**config.mk**
```make
export PLATFORM = sky130hd
export DESIGN_NAME = breakpoint_match_unit
export DESIGN_NICKNAME = d
export VERILOG_FILES = /design/src/rtl/bmu_pkg.sv /design/src/rtl/bmu_cell.sv /design/src/rtl/breakpoint_match_unit.sv
export SDC_FILE = /design/constraint.sdc
export NUM_CORES = 1
export LEC_CHECK = 0
export ABC_AREA = 1
export BUFFER_PORTS_ARGS = -buffer_cell sky130_fd_sc_hd__buf_2
export CAP_MARGIN = 20
export CORE_MARGIN = 8
export CORE_UTILIZATION = 62
export DETAILED_ROUTE_END_ITERATION = 16
export PLACE_DENSITY = 0.78
export SYNTH_ARGS = -nofsm -noshare
export SYNTH_HDL_FRONTEND = slang
export SYNTH_SLANG_ARGS = --single-unit
export TNS_END_PERCENT = 10
```
**constraint.sdc**
```tcl
create_clock -name clk -period 7.2 [get_ports clk]
set_clock_uncertainty 0.05 [all_clocks]
set_input_delay 0.72 -clock clk [delete_from_list [all_inputs] [get_ports clk]]
set_output_delay 0.72 -clock clk [all_outputs]
set_load 0.01 [all_outputs]
```
**src/rtl/bmu_pkg.sv**
```systemverilog
`timescale 1ns / 1ps
// ----------------------------------------------------------------------------
// bmu_pkg
// Shared types and codes for the breakpoint match unit.
// ----------------------------------------------------------------------------
package bmu_pkg;

    localparam int TABLE_ENTRIES = 16;
    localparam int IDX_W   = (TABLE_ENTRIES > 1) ? $clog2(TABLE_ENTRIES) : 1;
    localparam int ADDR_W  = 16;
    localparam int KIND_W  = 2;
    localparam int CMD_W   = 4;
    localparam int STAT_W  = 2;
    localparam int CNT_W   = 5;
    localparam int DEPTH_W = 8;

    localparam logic [CNT_W-1:0] COUNT_MAX = '1;

    // commands
    localparam logic [CMD_W-1:0] CMD_CHECK      = 4'd0;
    localparam logic [CMD_W-1:0] CMD_ADD        = 4'd1;
    localparam logic [CMD_W-1:0] CMD_REMOVE     = 4'd2;
    localparam logic [CMD_W-1:0] CMD_REMOVE_ANY = 4'd3;
    localparam logic [CMD_W-1:0] CMD_CLEAR      = 4'd4;
    localparam logic [CMD_W-1:0] CMD_CALL       = 4'd5;
    localparam logic [CMD_W-1:0] CMD_RETURN     = 4'd6;
    localparam logic [CMD_W-1:0] CMD_ARM_NEXT   = 4'd7;
    localparam logic [CMD_W-1:0] CMD_ARM_FINISH = 4'd8;

    // status codes
    localparam logic [STAT_W-1:0] ST_OK   = 2'd0;
    localparam logic [STAT_W-1:0] ST_DUP  = 2'd1;
    localparam logic [STAT_W-1:0] ST_FULL = 2'd2;
    localparam logic [STAT_W-1:0] ST_NONE = 2'd3;

    localparam logic [KIND_W-1:0] KIND_EXEC = 2'd0;

    // command token that walks the cell chain, collecting results
    typedef struct packed {
        logic              valid;
        logic [CMD_W-1:0]  cmd;
        logic [ADDR_W-1:0] addr;
        logic [KIND_W-1:0] kind;
        logic              hit;
        logic              dup;
        logic              free_found;
        logic [IDX_W-1:0]  free_idx;
        logic [CNT_W-1:0]  count;
    } bmu_token_t;

    // slot write issued once an add has seen the whole table
    typedef struct packed {
        logic              wr_en;
        logic [IDX_W-1:0]  wr_idx;
        logic [ADDR_W-1:0] wr_addr;
        logic [KIND_W-1:0] wr_kind;
    } bmu_commit_t;

endpackage

```
**src/rtl/bmu_cell.sv**
```systemverilog
`timescale 1ns / 1ps
// ----------------------------------------------------------------------------
// bmu_cell
// One breakpoint slot: compares the passing token, updates it, forwards it.
// ----------------------------------------------------------------------------
module bmu_cell
    import bmu_pkg::*;
(
    input  logic                clk,
    input  logic                rst_n,
    input  logic [IDX_W-1:0]    slot_id,
    input  bmu_token_t          tok_in,
    input  bmu_commit_t         commit,
    output bmu_token_t          tok_out
);

    logic [ADDR_W-1:0] addr_reg;
    logic [KIND_W-1:0] kind_reg;
    logic              valid_reg;
    logic              valid_next;
    bmu_token_t        tok_reg;
    bmu_token_t        tok_next;

    logic addr_eq;
    logic match_exact;
    logic match_any;
    logic wr_here;

    assign addr_eq     = valid_reg && (addr_reg == tok_in.addr);
    assign match_exact = addr_eq && (kind_reg == tok_in.kind);
    assign match_any   = addr_eq;
    assign wr_here     = commit.wr_en && (commit.wr_idx == slot_id);

    always_comb
    begin
        tok_next   = tok_in;
        valid_next = valid_reg;
        if (tok_in.valid)
        begin
            case (tok_in.cmd)
                CMD_CHECK:
                begin
                    if (match_exact)
                        tok_next.hit = 1'b1;
                end
                CMD_ADD:
                begin
                    if (match_exact)
                        tok_next.dup = 1'b1;
                    if (!valid_reg && !tok_in.free_found)
                    begin
                        tok_next.free_found = 1'b1;
                        tok_next.free_idx   = slot_id;
                    end
                end
                CMD_REMOVE, CMD_REMOVE_ANY:
                begin
                    if ((tok_in.cmd == CMD_REMOVE) ? match_exact : match_any)
                    begin
                        valid_next = 1'b0;
                        if (tok_in.count != COUNT_MAX)
                            tok_next.count = tok_in.count + CNT_W'(1);
                    end
                end
                CMD_CLEAR:
                begin
                    valid_next = 1'b0;
                end
                default:
                begin
                end
            endcase
        end
        if (wr_here)
            valid_next = 1'b1;
    end

    always_ff @(posedge clk or negedge rst_n)
    begin
        if (!rst_n)
        begin
            valid_reg <= 1'b0;
            tok_reg   <= '0;
        end
        else
        begin
            valid_reg <= valid_next;
            tok_reg   <= tok_next;
        end
    end

    always_ff @(posedge clk)
    begin
        if (wr_here)
        begin
            addr_reg <= commit.wr_addr;
            kind_reg <= commit.wr_kind;
        end
    end

    assign tok_out = tok_reg;

endmodule

```
**src/rtl/breakpoint_match_unit.sv**
```systemverilog
`timescale 1ns / 1ps
// ----------------------------------------------------------------------------
// breakpoint_match_unit
// Breakpoint/watchpoint table built as a chain of slot cells plus depth trigger.
// ----------------------------------------------------------------------------
// A command taken while idle is registered in each slot cell in turn, and its
// result is then registered at the outputs, with done high for a single cycle.
// A new command is not taken until the last one is out; the token walks one
// slot cell per cycle and busy stays high until the result is out.
// Reset: all slot valid marks, the call depth and the trigger state are cleared.
// The receiver cannot stall; done is a one-cycle strobe.
module breakpoint_match_unit
    import bmu_pkg::*;
(
    input  logic               clk,
    input  logic               rst_n,
    input  logic               start,
    output logic               busy,
    input  logic [CMD_W-1:0]   command,
    input  logic [ADDR_W-1:0]  bp_addr,
    input  logic [KIND_W-1:0]  access_kind,
    output logic               done,
    output logic               hit,
    output logic [STAT_W-1:0]  status,
    output logic [CNT_W-1:0]   removed_count
);

    logic               busy_reg,   busy_next;
    logic               done_reg,   done_next;
    logic               hit_reg,    hit_next;
    logic [STAT_W-1:0]  status_reg, status_next;
    logic [CNT_W-1:0]   count_reg,  count_next;
    logic [DEPTH_W-1:0] now_reg,    now_next;
    logic [DEPTH_W-1:0] target_reg, target_next;
    logic               armed_reg,  armed_next;

    logic        accept;
    logic        trig_fire;
    bmu_token_t  tok_head;
    bmu_token_t  tok_last;
    bmu_commit_t commit;
    bmu_token_t  tok_chain [TABLE_ENTRIES];

    assign accept    = start && !busy_reg;
    assign trig_fire = (command == CMD_CHECK) && (access_kind == KIND_EXEC)
                       && armed_reg && (now_reg == target_reg);

    always_comb
    begin
        tok_head       = '0;
        tok_head.valid = accept;
        tok_head.cmd   = command;
        tok_head.addr  = bp_addr;
        tok_head.kind  = access_kind;
        tok_head.hit   = trig_fire;
    end

    genvar gi;
    generate
        for (gi = 0; gi < TABLE_ENTRIES; gi++)
        begin : g_cell
            bmu_cell u_cell (
                .clk     (clk),
                .rst_n   (rst_n),
                .slot_id (IDX_W'(gi)),
                .tok_in  ((gi == 0) ? tok_head : tok_chain[(gi == 0) ? 0 : gi - 1]),
                .commit  (commit),
                .tok_out (tok_chain[gi])
            );
        end
    endgenerate

    assign tok_last = tok_chain[TABLE_ENTRIES-1];

    always_comb
    begin
        commit.wr_en   = tok_last.valid && (tok_last.cmd == CMD_ADD)
                         && !tok_last.dup && tok_last.free_found;
        commit.wr_idx  = tok_last.free_idx;
        commit.wr_addr = tok_last.addr;
        commit.wr_kind = tok_last.kind;
    end

    // depth tracking and result formation
    always_comb
    begin
        now_next    = now_reg;
        target_next = target_reg;
        armed_next  = armed_reg;
        if (accept)
        begin
            case (command)
                CMD_CHECK:
                begin
                    if (trig_fire)
                        armed_next = 1'b0;
                end
                CMD_CALL:       now_next = now_reg + DEPTH_W'(1);
                CMD_RETURN:     now_next = now_reg - DEPTH_W'(1);
                CMD_ARM_NEXT:
                begin
                    target_next = now_reg;
                    armed_next  = 1'b1;
                end
                CMD_ARM_FINISH:
                begin
                    target_next = now_reg - DEPTH_W'(1);
                    armed_next  = 1'b1;
                end
                default:
                begin
                end
            endcase
        end

        busy_next   = busy_reg;
        if (accept)
            busy_next = 1'b1;
        else if (tok_last.valid)
            busy_next = 1'b0;

        done_next   = tok_last.valid;
        hit_next    = 1'b0;
        status_next = ST_OK;
        count_next  = '0;
        case (tok_last.cmd)
            CMD_CHECK:
                hit_next = tok_last.hit;
            CMD_ADD:
            begin
                if (tok_last.dup)
                    status_next = ST_DUP;
                else if (!tok_last.free_found)
                    status_next = ST_FULL;
            end
            CMD_REMOVE, CMD_REMOVE_ANY:
            begin
                count_next = tok_last.count;
                if (tok_last.count == '0)
                    status_next = ST_NONE;
            end
            default:
            begin
            end
        endcase
    end

    always_ff @(posedge clk or negedge rst_n)
    begin
        if (!rst_n)
        begin
            busy_reg   <= 1'b0;
            done_reg   <= 1'b0;
            hit_reg    <= 1'b0;
            status_reg <= ST_OK;
            count_reg  <= '0;
            now_reg    <= '0;
            target_reg <= '0;
            armed_reg  <= 1'b0;
        end
        else
        begin
            busy_reg   <= busy_next;
            done_reg   <= done_next;
            now_reg    <= now_next;
            target_reg <= target_next;
            armed_reg  <= armed_next;
            if (tok_last.valid)
            begin
                hit_reg    <= hit_next;
                status_reg <= status_next;
                count_reg  <= count_next;
            end
        end
    end

    assign busy          = busy_reg;
    assign done          = done_reg;
    assign hit           = hit_reg;
    assign status        = status_reg;
    assign removed_count = count_reg;

endmodule

```
==> summary.txt <==
Run status
  • Status: completed

Logic synthesis
  • Post-synth EDFFs: 288
  • FF+latch count, synth: 866
  • Ys flop type: dfrtp_1
  • Largest cells by area after synthesis: dfrtp_1 (43%), edfxtp_1 (26%), nand2_1 (6.9%)
  • Synth Cell Area: 33600 sq um
  • Synth Instances: 3116
  • Top cell type by total area after synthesis: dfrtp_1
  • Async SR Flop Fraction: 66.7%
  • Unique masters post-synth: 52
  • Post-synthesis sequential area ratio: 68.8%
  • Post-synth top area share: 43.0%
  • Syn nets: 3158
  • YS warnings: 0
  • Synth Area per Inst: 10.8 sq um

Clocking
  • Hold buffers post-CTS: 0
  • Total CTS buffers: 85
  • # H-tree levels: 3
  • # clock sinks: 866
  • CTS Buffer Depth: 3
  • Post-CTS Setup Inserts: 0
  • CTS-repair resized insts: 0
  • TritonCTS clock tree: done
  • Clock slew at reported path FFs: 0.06 ns
  • Clk Latency, worst-skew pair: 0.63 ns
  • CTS Root Cell: clkbuf_16

Worst setup path
  • RR Startpoint: g_cell[15].u_cell.tok_out[34]
  • Crit path buffers/inverters: 1
  • Worst path arrival time: 3.15 ns
  • Slowest stage cell, crit path: nor2_2
  • Crit Path Max Fanout: 19
  • Peak per-stage delay on the critical path: 0.92 ns
  • Worst setup EP type: flip-flop
  • WP data required: 7.39 ns
  • CP Class: reg -> reg
  • Crit path cell chain: inv_1 > nor4_4 > nand2_1 > nor2_2
  • CP startpoint kind: flip-flop
  • Crit path from: g_cell[15].u_cell.tok_out[34]
  • Top delay family on crit path: simple AND/OR/NAND/NOR gates

Floorplan
  • Chip height: 249 um
  • Die area: 61900 sq um
  • Horiz. Die Dim: 249 um
  • Top Ports: 35
  • Row cnt: 85
  • Initial core utilization: 62.6%
  • Core ar.: 53700 sq um

Finish
  • Most frequent cells in the layout: nand2_1 (614), dfrtp_1 (578), inv_1 (527), nor2_1 (345), edfxtp_1 (288)
  • Final instance area: 37800 sq um
  • Final core utilization: 70.4%
  • Most common cell after layout, fill and taps aside: nand2_1
  • Antenna Cells: 0
  • Flip-flop count of the largest register after layout: 535
  • Area grow syn2layout: 12.5%
  • Nets: 3297
  • Share of cells above drive strength 1: 8.78%
  • Filler instances: 3608

STA
  • Rel. slew slack: 20.1%
  • Final Hold Viols: 0
  • Final setup viols: 0
  • Final Max Slew Viols: 0
  • Tightest Pin Transition: 1.20 ns
  • RSZ-0062 raised after global routing: no
  • Tmin final: 2.96 ns
  • Period utilization: 41.1%
  • FMAX: 0.338 GHz
  • Hold Slack: 0.0425 ns
  • Setup_tns: 0 ns

Detailed routing
  • Pre-antenna DRT Iters: 7
  • Aggregate routed wire length: 80.3 mm
  • WL/cell: 20.0 um
  • DRT iter0 DRCs: 2149
  • Post-DRT Antenna Nets: 0
  • Vias/cell: 5.55
  • Via Count: 22.3k
  • DRC viols: 0

Worst hold path
  • Min-Delay Path Class: in -> async

Global routing
  • Vias in the first global route: 22.5k
  • Global-route wire length before repair: 125 mm
  • Global route total overflow: 0
  • Initial antenna violation count: 2
  • Largest net degree at the start of global routing: 184
  • GRT Total Usage: 25.9%

Placed design
  • PortBufs: 34
  • Placed instance area: 34800 sq um
  • Final Wtd Congestion: 0.893
  • DP HPWL: 54.3 mm

Job
  • Max cap viols: 0

Pwr
  • P_leak: 17.3 nW
  • PD cells: 269 nW/um^2
  • Tot Pwr: 10.2 mW
  • Max rail drop VDD: 0.191 mV
logic make-up after synthesis:
group                      Yosys count  synth area share, %
and+or+nand+nor                   1368                 17.8
DFF                                866                 68.8
buffers and inverters              535                 6.00
AOI/OAI and AO/OA                  217                 3.88
xor gates and xnor gates           112                 2.92
adders and majority gates           17                0.633
muxes                                1               0.0335
final cells by class:
cell class,count,area [sq um],share of cell area (%)
well taps,696,871,2.30
clock inverters,42,507,1.34
repair buffers,59,444,1.17
inverters,528,1980,5.24
flip-flops and latches,866,23100,61.1
multi-input cells,1715,8480,22.4
clock buffers,117,2410,6.38
layer usage:
layer,global-route usage [%],vias up,routed length (um)
met4,9.25,2,2600
li1,-,10300,-
met5,0,-,11
met3,3.69,183,4640
met2,44.8,751,40700
met1,33.3,11100,32300
report_power, final:
part           internal (mW)  switching, mW  total, mW
combinational         0.0747          0.170      0.244
sequential              5.19          0.143       5.34
clock                   2.69           1.88       4.57
total                   7.96           2.19       10.2
metrics by stage:
step	setup slack [ns]	instances
2_1_floorplan	4.84	3116
3_3_place_gp	4.13	3860
3_5_place_dp	4.19	3861
4_1_cts	4.17	4020
5_1_grt	4.08	4023
6_report	4.24	4023
worst reg2reg max path: cells and delay by family, from the launching register on:
family,cells,cell delay [ns]
buffers and inverters,1,0.23
DFF,1,0.47
and+or+nand+nor,3,1.82
cell usage after synthesis (3+ instances only):
master / n
or2_2: 66
a31oi_1: 6
nand2_1: 614
o22ai_1: 26
nand3b_1: 12
nor3b_1: 8
o21ai_1: 5
nand4_1: 78
nor2_2: 9
a22o_1: 4
nor2_4: 3
clkbuf_1: 4
dfrtp_1: 578
nor3_1: 66
a31o_2: 9
o21ai_0: 88
edfxtp_1: 288
inv_1: 527
xnor2_1: 52
nor2_1: 346
ha_1: 17
a41oi_1: 5
o211ai_1: 3
nand3_1: 147
xor2_1: 60
o21bai_1: 21
and3_1: 3
nor4_1: 6
a21oi_1: 36
final timing paths:
path	to	slack [ns]	depth (start not counted)
min in group clk	g_cell[0].u_cell.tok_out[20]	0.17	1
hold reg to reg	g_cell[13].u_cell.tok_out[16]	0.32	0
max in group asynchronous	g_cell[5].u_cell.tok_out[6]	5.48	2
setup reg to reg	g_cell[0].u_cell.addr_reg[13]	4.24	4
setup / recovery	g_cell[0].u_cell.addr_reg[13]	4.24	4
hold / removal	removed_count[0]	0.04	1
Power figures use the tool's default switching activity.
